<file path="config.mk">
export PLATFORM = sky130hd
export DESIGN_NAME = gray_world_white_balance_top_flat
export DESIGN_NICKNAME = d
export VERILOG_FILES = /design/src/rtl/gwwb_pkg.sv /design/src/rtl/gwwb_stream_if.sv /design/src/rtl/gwwb_lane.sv /design/src/rtl/gwwb_merge.sv /design/src/rtl/gray_world_white_balance_top.sv /design/src/flat_wrapper.sv
export VERILOG_INCLUDE_DIRS = /design/src /design/src/rtl
export SDC_FILE = /design/constraint.sdc
export NUM_CORES = 2
export LEC_CHECK = 0
export BUFFER_PORTS_ARGS = -buffer_cell sky130_fd_sc_hd__buf_2
export CELL_PAD_IN_SITES_DETAIL_PLACEMENT = 0
export CELL_PAD_IN_SITES_GLOBAL_PLACEMENT = 1
export CORE_MARGIN = 4
export CORE_UTILIZATION = 47
export CTS_CLUSTER_DIAMETER = 100
export DETAILED_ROUTE_END_ITERATION = 10
export PLACE_DENSITY_LB_ADDON = 0.1
export SYNTH_ARGS = -nofsm -noshare
export SYNTH_HDL_FRONTEND = slang
export SYNTH_SLANG_ARGS = --single-unit
</file>
<file path="constraint.sdc">
create_clock -name clk -period 10.2 [get_ports clk]
set_input_delay 3.06 -clock clk [delete_from_list [all_inputs] [get_ports clk]]
set_output_delay 3.06 -clock clk [all_outputs]
set_load 0.1 [all_outputs]
</file>
<file path="src/rtl/gray_world_white_balance_top_macros.svh">
// ----------------------------------------------------------------------------
// Gray-world white balance assertion macros
// Shared concurrent assertion shorthands, sampled on clk, off during reset.
// ----------------------------------------------------------------------------
`ifndef GRAY_WORLD_WHITE_BALANCE_TOP_MACROS_SVH
`define GRAY_WORLD_WHITE_BALANCE_TOP_MACROS_SVH

// Antecedent holds in a cycle, consequent holds in the same cycle.
`define GWWB_ASSERT_IMP(lbl, ante, cons, msg) \
    lbl: assert property (@(posedge clk) disable iff (!rst_n) (ante) |-> (cons)) \
        else $error(msg);

// Antecedent holds in a cycle, consequent holds in the next cycle.
`define GWWB_ASSERT_NEXT(lbl, ante, cons, msg) \
    lbl: assert property (@(posedge clk) disable iff (!rst_n) (ante) |=> (cons)) \
        else $error(msg);

`endif

</file>
<file path="src/rtl/gwwb_pkg.sv">
`timescale 1ns / 1ps
// ----------------------------------------------------------------------------
// Gray-world white balance package
// Widths, constants, lane control struct and the pixel scaling function.
// ----------------------------------------------------------------------------
package gwwb_pkg;

    localparam int PIX_W             = 8;
    localparam int FRAME_PIXELS_LOG2 = 22;
    localparam int GAIN_FRAC_BITS    = 16;

    localparam int SUM_W   = FRAME_PIXELS_LOG2 + PIX_W;
    localparam int TOT_W   = SUM_W + 2;
    localparam int DIV_W   = SUM_W + 2;
    localparam int GAIN_W  = PIX_W + GAIN_FRAC_BITS;
    localparam int NUM_W   = TOT_W + GAIN_FRAC_BITS;
    localparam int SHD_W   = DIV_W + GAIN_W;
    localparam int PROD_W  = PIX_W + GAIN_W;
    localparam int RND_W   = PROD_W + 1;
    localparam int SHR_W   = RND_W - GAIN_FRAC_BITS;
    localparam int CNT_W   = $clog2(GAIN_W);

    localparam logic [SUM_W-1:0]  SUM_MAX  = '1;
    localparam logic [GAIN_W-1:0] GAIN_MAX = '1;
    localparam logic [GAIN_W-1:0] GAIN_ONE = GAIN_W'(1) << GAIN_FRAC_BITS;
    localparam logic [PIX_W-1:0]  PIX_MAX  = '1;
    localparam logic [RND_W-1:0]  RND_HALF = RND_W'(1) << (GAIN_FRAC_BITS - 1);

    typedef struct packed {
        logic acc_en;
        logic calc;
        logic load;
        logic step;
        logic finish;
    } gwwb_ctrl_t;

    // Multiply by a Q8.F gain, round half up, saturate to the pixel range.
    function automatic logic [PIX_W-1:0] scale_pix(input logic [PIX_W-1:0] v,
                                                   input logic [GAIN_W-1:0] g);
        logic [RND_W-1:0] acc;
        logic [SHR_W-1:0] shr;
        acc = RND_W'(PROD_W'(v) * PROD_W'(g)) + RND_HALF;
        shr = acc[RND_W-1:GAIN_FRAC_BITS];
        return (shr > SHR_W'(PIX_MAX)) ? PIX_MAX : shr[PIX_W-1:0];
    endfunction

endpackage

</file>
<file path="src/rtl/gwwb_stream_if.sv">
`timescale 1ns / 1ps
// ----------------------------------------------------------------------------
// Gray-world white balance stream interfaces
// Valid/ready channels for incoming pixels and corrected pixels.
// ----------------------------------------------------------------------------
interface gwwb_in_if
    import gwwb_pkg::*;
();
    logic             valid;
    logic             ready;
    logic             action;
    logic [PIX_W-1:0] blue;
    logic [PIX_W-1:0] green;
    logic [PIX_W-1:0] red;
    logic             last;

    modport source (output valid, action, blue, green, red, last, input ready);
    modport sink   (input valid, action, blue, green, red, last, output ready);
endinterface

interface gwwb_out_if
    import gwwb_pkg::*;
();
    logic             valid;
    logic             ready;
    logic [PIX_W-1:0] blue_out;
    logic [PIX_W-1:0] green_out;
    logic [PIX_W-1:0] red_out;
    logic             last_out;

    modport source (output valid, blue_out, green_out, red_out, last_out, input ready);
    modport sink   (input valid, blue_out, green_out, red_out, last_out, output ready);
endinterface

</file>
<file path="src/rtl/gwwb_lane.sv">
`timescale 1ns / 1ps
// ----------------------------------------------------------------------------
// Gray-world white balance channel lane
// Channel sum, gain register, bit-serial gain divider and pixel scaler.
// ----------------------------------------------------------------------------
module gwwb_lane
    import gwwb_pkg::*;
(
    input  logic              clk,
    input  logic              rst_n,
    input  gwwb_ctrl_t        ctrl,
    input  logic [PIX_W-1:0]  pix,
    input  logic [TOT_W-1:0]  total,
    output logic [SUM_W-1:0]  sum,
    output logic [GAIN_W-1:0] gain,
    output logic [PIX_W-1:0]  scaled
);

    logic [SUM_W-1:0]  sum_reg;
    logic [SUM_W-1:0]  sum_next;
    logic [GAIN_W-1:0] gain_reg;
    logic [DIV_W-1:0]  div_reg;
    logic              zero_reg;
    logic              sat_reg;
    logic [NUM_W-1:0]  rem_reg;
    logic [SHD_W-1:0]  shd_reg;
    logic [GAIN_W-1:0] quo_reg;

    logic [SUM_W:0]    acc_wide;
    logic [NUM_W-1:0]  num;
    logic              fits;

    assign acc_wide = {1'b0, sum_reg} + (SUM_W+1)'(pix);
    assign num      = {total, {GAIN_FRAC_BITS{1'b0}}};
    assign fits     = SHD_W'(rem_reg) >= shd_reg;

    always_comb
    begin
        sum_next = sum_reg;
        if (ctrl.load)
        begin
            sum_next = '0;
        end
        else if (ctrl.acc_en)
        begin
            sum_next = acc_wide[SUM_W] ? SUM_MAX : acc_wide[SUM_W-1:0];
        end
    end

    always_ff @(posedge clk or negedge rst_n)
    begin
        if (!rst_n)
        begin
            sum_reg  <= '0;
            gain_reg <= GAIN_ONE;
        end
        else
        begin
            sum_reg <= sum_next;
            if (ctrl.finish)
            begin
                gain_reg <= zero_reg ? GAIN_ONE : (sat_reg ? GAIN_MAX : quo_reg);
            end
        end
    end

    // Restoring division of total * 2^F by 3 * sum, one quotient bit a cycle.
    always_ff @(posedge clk)
    begin
        if (ctrl.calc)
        begin
            div_reg  <= DIV_W'(sum_reg) + (DIV_W'(sum_reg) << 1);
            zero_reg <= (sum_reg == '0);
        end
        if (ctrl.load)
        begin
            rem_reg <= num;
            shd_reg <= SHD_W'(div_reg) << (GAIN_W - 1);
            sat_reg <= SHD_W'(num) >= (SHD_W'(div_reg) << GAIN_W);
        end
        else if (ctrl.step)
        begin
            if (fits)
            begin
                rem_reg <= rem_reg - shd_reg[NUM_W-1:0];
            end
            shd_reg <= shd_reg >> 1;
            quo_reg <= {quo_reg[GAIN_W-2:0], fits};
        end
    end

    assign sum    = sum_reg;
    assign gain   = gain_reg;
    assign scaled = scale_pix(pix, gain_reg);

endmodule

</file>
<file path="src/rtl/gwwb_merge.sv">
`timescale 1ns / 1ps
// ----------------------------------------------------------------------------
// Gray-world white balance merge and sequencer
// Combines the lane sums into the frame total and steps the gain update.
// ----------------------------------------------------------------------------
module gwwb_merge
    import gwwb_pkg::*;
(
    input  logic             clk,
    input  logic             rst_n,
    input  logic             stat_beat,
    input  logic             stat_last,
    input  logic [SUM_W-1:0] sum_b,
    input  logic [SUM_W-1:0] sum_g,
    input  logic [SUM_W-1:0] sum_r,
    output gwwb_ctrl_t       ctrl,
    output logic [TOT_W-1:0] total,
    output logic             busy
);

    localparam logic [2:0] ST_IDLE = 3'd0;
    localparam logic [2:0] ST_CALC = 3'd1;
    localparam logic [2:0] ST_LOAD = 3'd2;
    localparam logic [2:0] ST_DIV  = 3'd3;
    localparam logic [2:0] ST_DONE = 3'd4;

    logic [2:0]       state_reg;
    logic [2:0]       state_next;
    logic [CNT_W-1:0] cnt_reg;
    logic [CNT_W-1:0] cnt_next;
    logic [TOT_W-1:0] total_reg;

    always_comb
    begin
        state_next = state_reg;
        cnt_next   = cnt_reg;
        case (state_reg)
            ST_IDLE:
            begin
                if (stat_beat && stat_last)
                begin
                    state_next = ST_CALC;
                end
            end
            ST_CALC:
            begin
                state_next = ST_LOAD;
            end
            ST_LOAD:
            begin
                state_next = ST_DIV;
                cnt_next   = CNT_W'(GAIN_W - 1);
            end
            ST_DIV:
            begin
                if (cnt_reg == '0)
                begin
                    state_next = ST_DONE;
                end
                else
                begin
                    cnt_next = cnt_reg - 1'b1;
                end
            end
            ST_DONE:
            begin
                state_next = ST_IDLE;
            end
            default:
            begin
                state_next = ST_IDLE;
            end
        endcase
    end

    always_ff @(posedge clk or negedge rst_n)
    begin
        if (!rst_n)
        begin
            state_reg <= ST_IDLE;
            cnt_reg   <= '0;
        end
        else
        begin
            state_reg <= state_next;
            cnt_reg   <= cnt_next;
        end
    end

    always_ff @(posedge clk)
    begin
        if (state_reg == ST_CALC)
        begin
            total_reg <= TOT_W'(sum_b) + TOT_W'(sum_g) + TOT_W'(sum_r);
        end
    end

    assign ctrl.acc_en = stat_beat;
    assign ctrl.calc   = (state_reg == ST_CALC);
    assign ctrl.load   = (state_reg == ST_LOAD);
    assign ctrl.step   = (state_reg == ST_DIV);
    assign ctrl.finish = (state_reg == ST_DONE);
    assign total       = total_reg;
    assign busy        = (state_reg != ST_IDLE);

endmodule

</file>
<file path="src/rtl/gray_world_white_balance_top.sv">
`timescale 1ns / 1ps
// ----------------------------------------------------------------------------
// Gray-world white balance top level
// Three channel lanes, a merge/sequencer and a registered output stage.
// ----------------------------------------------------------------------------
//  Channel   Role    Beat carries
//  pix_in    sink    action, blue, green, red, last
//  pix_out   source  blue_out, green_out, red_out, last_out
//
//  Either pass, statistics or apply, streams at one beat per clock while
//  the output side keeps up.
//  The last statistics beat starts a gain update (total, load, one quotient
//  bit per cycle in each lane's divider, write-back); pix_in.ready stays
//  low throughout.
//  Reset clears the sums to zero and sets every gain to 1.0.
//  A stalled output holds its beat; pix_in keeps accepting while the held
//  beat is taken in the same cycle.
// ----------------------------------------------------------------------------
module gray_world_white_balance_top
    import gwwb_pkg::*;
(
    input  logic              clk,
    input  logic              rst_n,
    gwwb_in_if.sink           pix_in,
    gwwb_out_if.source        pix_out
);

`include "gray_world_white_balance_top_macros.svh"

    // Handshake decode. Statistics beats never produce an output beat, but
    // ready is kept independent of the payload for a clean handshake.
    logic             busy;
    logic             in_beat;
    logic             stat_beat;
    logic             apply_beat;

    gwwb_ctrl_t       ctrl;
    logic [TOT_W-1:0] total;
    logic [SUM_W-1:0] sum_b;
    logic [SUM_W-1:0] sum_g;
    logic [SUM_W-1:0] sum_r;
    logic [GAIN_W-1:0] gain_b;
    logic [GAIN_W-1:0] gain_g;
    logic [GAIN_W-1:0] gain_r;
    logic [PIX_W-1:0] scaled_b;
    logic [PIX_W-1:0] scaled_g;
    logic [PIX_W-1:0] scaled_r;

    // Output stage registers.
    logic             out_valid_reg;
    logic             out_valid_next;
    logic [PIX_W-1:0] blue_out_reg;
    logic [PIX_W-1:0] green_out_reg;
    logic [PIX_W-1:0] red_out_reg;
    logic             last_out_reg;

    assign pix_in.ready = !busy && (!out_valid_reg || pix_out.ready);
    assign in_beat      = pix_in.valid && pix_in.ready;
    assign stat_beat    = in_beat && !pix_in.action;
    assign apply_beat   = in_beat && pix_in.action;

    // One lane per color channel; each keeps its own sum, gain and divider.
    gwwb_lane u_lane_b
    (
        .clk    (clk),
        .rst_n  (rst_n),
        .ctrl   (ctrl),
        .pix    (pix_in.blue),
        .total  (total),
        .sum    (sum_b),
        .gain   (gain_b),
        .scaled (scaled_b)
    );

    gwwb_lane u_lane_g
    (
        .clk    (clk),
        .rst_n  (rst_n),
        .ctrl   (ctrl),
        .pix    (pix_in.green),
        .total  (total),
        .sum    (sum_g),
        .gain   (gain_g),
        .scaled (scaled_g)
    );

    gwwb_lane u_lane_r
    (
        .clk    (clk),
        .rst_n  (rst_n),
        .ctrl   (ctrl),
        .pix    (pix_in.red),
        .total  (total),
        .sum    (sum_r),
        .gain   (gain_r),
        .scaled (scaled_r)
    );

    // The merge stage adds the three lane sums and sequences the division.
    gwwb_merge u_merge
    (
        .clk       (clk),
        .rst_n     (rst_n),
        .stat_beat (stat_beat),
        .stat_last (pix_in.last),
        .sum_b     (sum_b),
        .sum_g     (sum_g),
        .sum_r     (sum_r),
        .ctrl      (ctrl),
        .total     (total),
        .busy      (busy)
    );

    // An apply beat loads the output register; a taken beat empties it.
    always_comb
    begin
        out_valid_next = out_valid_reg;
        if (apply_beat)
        begin
            out_valid_next = 1'b1;
        end
        else if (pix_out.ready)
        begin
            out_valid_next = 1'b0;
        end
    end

    always_ff @(posedge clk or negedge rst_n)
    begin
        if (!rst_n)
        begin
            out_valid_reg <= 1'b0;
        end
        else
        begin
            out_valid_reg <= out_valid_next;
        end
    end

    always_ff @(posedge clk)
    begin
        if (apply_beat)
        begin
            blue_out_reg  <= scaled_b;
            green_out_reg <= scaled_g;
            red_out_reg   <= scaled_r;
            last_out_reg  <= pix_in.last;
        end
    end

    assign pix_out.valid     = out_valid_reg;
    assign pix_out.blue_out  = blue_out_reg;
    assign pix_out.green_out = green_out_reg;
    assign pix_out.red_out   = red_out_reg;
    assign pix_out.last_out  = last_out_reg;

    // While the gains are being recomputed no pixel may enter.
    `GWWB_ASSERT_IMP(a_busy_blocks_input, busy, !pix_in.ready, "pixel accepted during gain update")
    // The last statistics beat must start the gain update.
    `GWWB_ASSERT_NEXT(a_last_starts_update, stat_beat && pix_in.last, busy, "gain update not started")
    // An accepted apply beat must show up on the output next cycle.
    `GWWB_ASSERT_NEXT(a_apply_fills_output, apply_beat, pix_out.valid, "apply beat lost")
    // Gains change only in the write-back cycle of an update.
    `GWWB_ASSERT_NEXT(a_gain_only_at_finish, !ctrl.finish, $stable(gain_b) && $stable(gain_g) && $stable(gain_r), "gain changed outside update")

endmodule

</file>
<file path="src/flat_wrapper.sv">
// flat-port wrapper written by rule: the top's interface ports become plain ports
module gray_world_white_balance_top_flat import gwwb_pkg::*;
  (clk, rst_n, pix_in_valid, pix_in_action, pix_in_blue, pix_in_green, pix_in_red, pix_in_last, pix_in_ready, pix_out_valid, pix_out_blue_out, pix_out_green_out, pix_out_red_out, pix_out_last_out, pix_out_ready);
  gwwb_in_if pix_in_i ();
  gwwb_out_if pix_out_i ();
  input  logic clk;
  input  logic rst_n;
  input wire logic [$bits(pix_in_i.valid)-1:0] pix_in_valid;
  input wire logic [$bits(pix_in_i.action)-1:0] pix_in_action;
  input wire logic [$bits(pix_in_i.blue)-1:0] pix_in_blue;
  input wire logic [$bits(pix_in_i.green)-1:0] pix_in_green;
  input wire logic [$bits(pix_in_i.red)-1:0] pix_in_red;
  input wire logic [$bits(pix_in_i.last)-1:0] pix_in_last;
  output wire logic [$bits(pix_in_i.ready)-1:0] pix_in_ready;
  output wire logic [$bits(pix_out_i.valid)-1:0] pix_out_valid;
  output wire logic [$bits(pix_out_i.blue_out)-1:0] pix_out_blue_out;
  output wire logic [$bits(pix_out_i.green_out)-1:0] pix_out_green_out;
  output wire logic [$bits(pix_out_i.red_out)-1:0] pix_out_red_out;
  output wire logic [$bits(pix_out_i.last_out)-1:0] pix_out_last_out;
  input wire logic [$bits(pix_out_i.ready)-1:0] pix_out_ready;
  assign pix_in_i.valid = pix_in_valid;
  assign pix_in_i.action = pix_in_action;
  assign pix_in_i.blue = pix_in_blue;
  assign pix_in_i.green = pix_in_green;
  assign pix_in_i.red = pix_in_red;
  assign pix_in_i.last = pix_in_last;
  assign pix_in_ready = pix_in_i.ready;
  assign pix_out_valid = pix_out_i.valid;
  assign pix_out_blue_out = pix_out_i.blue_out;
  assign pix_out_green_out = pix_out_i.green_out;
  assign pix_out_red_out = pix_out_i.red_out;
  assign pix_out_last_out = pix_out_i.last_out;
  assign pix_out_i.ready = pix_out_ready;
  gray_world_white_balance_top u_core (.clk(clk), .rst_n(rst_n), .pix_in(pix_in_i), .pix_out(pix_out_i));
endmodule
</file>
==> flow_summary_export.csv <==
group,metric,value,unit
timing,timing.final.crit_share,84.9,%
detailed_routing,firstDrtPassIters,7,
yosys,async_flop_share,24.1,%
timing,finalWorstSetupSlack,1.54,ns
worst_hold_path,min-delay-start,"u_core.u_lane_g.quo_reg[4]",
clocking,cts_tree,"yes",
critical_path,end_kind,"flip-flop",
clocking,postCtsSetupBuffers,0,
yosys,synth_top_family_by_area,"adder cells",
yosys,avgSynthCellArea,9.42,µm²
grt,grt_max_degree,116,
critical_path,arrival,9.06,ns
yosys,syn_area,61500,µm²
power_and_ir_drop,clock_power_share,13.4,%
yosys,synth_seq_cells,711,
yosys,yosysUniqueCellTypes,84,
critical_path,cp_max_fo,25,
detailed_routing,antenna_left,0,
yosys,synth_nets,7623,
clocking,cts_resized,0,
placed_design,place.port_buffers,56,
timing,setup_viol,0,
worst_hold_path,hp-class,"reg -> reg",
worst_hold_path,whs_endpoint,"u_core.u_lane_g.quo_reg[5]",
timing,grt_setup_unrepaired,"false",
detailed_routing,vias_per_cell,5.52,
timing,finalMaxSlewViolations,0,
power_and_ir_drop,power.share.sequential,22.8,%
yosys,synth.largest_area_cell,"edfxtp_1",
placed_design,place_congestion,0.884,
yosys,synth_xor_area_share,3.96,%
clocking,worst_skew_pair.late_latency,0.68,ns
floorplan,row_count,132,
power_and_ir_drop,p_switching,0.0116,W
power_and_ir_drop,internal_power,0.0125,W
detailed_routing,first_iter_violations,2818,
grt,antenna_found_initial,2,
yosys,synth_common_cells,"895 x inv_1, 628 x ha_1, 492 x nand2_1",
final_layout,utilization,51.2,%
clocking,ctsHoldBuffers,0,
yosys,synth-edff-count,423,
timing,worst_slew_pin_slew,1.34,ns
grt,grt_pass1_wl,265000,µm
clocking,cts.sinks,711,
critical_path,rrSetupSlack,3.87,ns
clocking,h-tree-depth,3,
timing,final.setup.tns,0,ns
yosys,synth_area_leaders,"edfxtp_1 21%, fa_1 14%, ha_1 13%",
yosys,yosysSeqAreaShare,31.4,%
floorplan,die_w,370,µm
floorplan,die_h,370,µm
clocking,numCtsBuffers,86,
power_and_ir_drop,power-per-cell-area,363,nW/µm²
yosys,muxShareOfSynthArea,1.89,%
critical_path,critPathLaunchType,"input pin",
critical_path,worst-r2r-cell-count,20,
job,cap_violations,0,
yosys,yosys_warnings,0,
final_layout,drive_gt1_share,4.36,%
timing,finalCriticalPeriod,8.66,ns
yosys,syn_inst,6532,
yosys,synth_compound_area_share,14.1,%
clocking,clock_path_buffers,3,
critical_path,worstSetupPathType,"in -> reg",
floorplan,ios,57,
yosys,synth_top_area_share,20.7,%
power_and_ir_drop,ir_drop,0.308,mV
timing,clock_skew,0.0301,ns
floorplan,die_area,137000,µm²
placed_design,dp_hpwl,126000,µm
clocking,cts-root-buf,"clkbuf_16",
yosys,synthAdderAreaFrac,26.9,%
critical_path,required,10.60,ns
final_layout,fin_cells,8308,
timing,max_freq,115,MHz
power_and_ir_drop,netSwitchingFraction,48.1,%
power_and_ir_drop,pwr-share-comb,63.8,%
placed_design,dp_cells,8146,
detailed_routing,post-route-drc-count,0,
timing,timing.hold.ws,0.444,ns
floorplan,start_util,47.4,%
grt,grt_pass1_vias,45958,
worst_hold_path,hold_depth,0,
yosys,synth-simple-area-share,14.9,%
grt,grt_overflow_total,0,
grt,grt.total_usage,24.4,%
detailed_routing,drt-total-wl,166000,µm
critical_path,r2r-start,"u_core.u_lane_b.gain[0]",
timing,relSlewSlack,9.85,%
yosys,synth_flop_cell,"edfxtp_1",
power_and_ir_drop,power.leakage,30.3,nW
final_layout,area_growth,8.00,%
run_status,outcome,"completed",
yosys,synth.most_common_cell,"inv_1",
clocking,cts.clk_slew.worst_paths,0.06,ns
timing,finalHoldViolations,0,
critical_path,r2r-end,"u_core.pix_out.blue_out[5]",
placed_design,dp_slack,0.804,ns
floorplan,core,130000,µm²
detailed_routing,route.vias.total,45821,
final_layout,fin_nets,7583,
detailed_routing,drt-wirelength-per-cell,19.9,µm
kinds of logic after synthesis:
logic type,Yosys count
AO/OA/AOI/OAI,1394
XOR/XNOR,278
adder cells (fa/ha/maj),1061
buffers and inverters,1119
flip-flops,711
multiplexers,116
AND/OR/NAND/NOR,1853
worst max-delay path, cell delays in order:
cell and delay [ns]:
buf_2 0.41, nand2_1 0.15, fa_1 0.53, fa_1 0.55
inv_1 0.06, fa_1 0.53, inv_1 0.05, fa_1 0.52
inv_1 0.04, ha_1 0.28, o211a_1 0.22, a221o_1 0.38
o21a_1 0.26, o31ai_2 0.37, o22ai_1 0.21, a2111oi_2 0.43
o21bai_1 0.13, a21oi_1 0.18, mux2i_1 0.15, nor3_4 0.37
o21ai_0 0.16
final cells by class:
| cell class | count | area [µm²] |
|---|---|---|
| tap | 1742 | 2180 |
| clock inverter | 53 | 593 |
| multi-input combinational | 4702 | 38000 |
| sequential | 711 | 19300 |
| inverter | 897 | 3380 |
| timing repair buffer | 94 | 574 |
| fill | 12224 | 63400 |
| antenna | 2 | 5.00 |
| clock buffer | 107 | 2350 |
per-layer routing:
layer | track usage, % | vias to the layer above | share of wire, %
met5 | 0 | - | 0
met4 | 4.70 | 0 | 1.9
met3 | 3.28 | 179 | 4.5
met2 | 39.0 | 861 | 45
met1 | 35.7 | 22609 | 49
li1 | - | 22172 | -
worst max-delay path by stage:
stage,start,endpoint,cells after the start
6_report,pix_in_blue[7],u_core.pix_out.blue_out[5],21
2_1_floorplan,pix_out_ready,pix_in_ready,2
4_1_cts,pix_in_blue[7],u_core.pix_out.blue_out[4],21
3_3_place_gp,pix_in_blue[7],u_core.pix_out.blue_out[5],21
5_1_grt,pix_in_blue[7],u_core.pix_out.blue_out[4],21
3_5_place_dp,pix_in_blue[7],u_core.pix_out.blue_out[4],21
metrics by stage:
stage	area, µm²	power (W)
global route	66400	0.0267
finish	66400	0.0241
CTS	66400	0.0244
detailed placement	63500	0.0210
floorplan	61500	0.0170
global placement	63500	0.0209
power by group through the flow:
stage | Clock, W | Sequential (W) | Combinational [W]
finish | 0.00323 | 0.00550 | 0.0154
global route | 0.00343 | 0.00562 | 0.0177
CTS | 0.00332 | 0.00550 | 0.0156
detailed placement | 0 | 0.00555 | 0.0155
global placement | 0 | 0.00554 | 0.0153
floorplan | 0 | 0.00508 | 0.0119
cell usage in the layout (no fill, tap or decap), types with 12 or more instances in the layout:
cell / n
a211oi_1: 43
a21boi_0: 18
a21o_1: 156
a21oi_1: 377
a311oi_1: 12
a31oi_1: 54
and2_1: 441
and3_1: 49
and4_1: 14
buf_2: 55
buf_4: 38
clkbuf_1: 14
clkbuf_16: 90
clkinv_1: 13
clkinv_2: 15
dfrtp_1: 167
dfxtp_1: 117
edfxtp_1: 423
fa_1: 433
ha_1: 628
inv_1: 893
mux2i_1: 115
nand2_1: 490
nand2b_1: 47
nand3_1: 154
nand4_1: 68
nor2_1: 384
nor2b_1: 50
nor3_1: 79
nor4_1: 25
o211ai_1: 12
o21a_1: 49
o21ai_0: 400
o21bai_1: 33
o22ai_1: 17
o31a_1: 12
o31ai_1: 96
or2_2: 15
xnor2_1: 192
xor2_1: 86
Note: power is estimated with default switching activity, not from simulation.
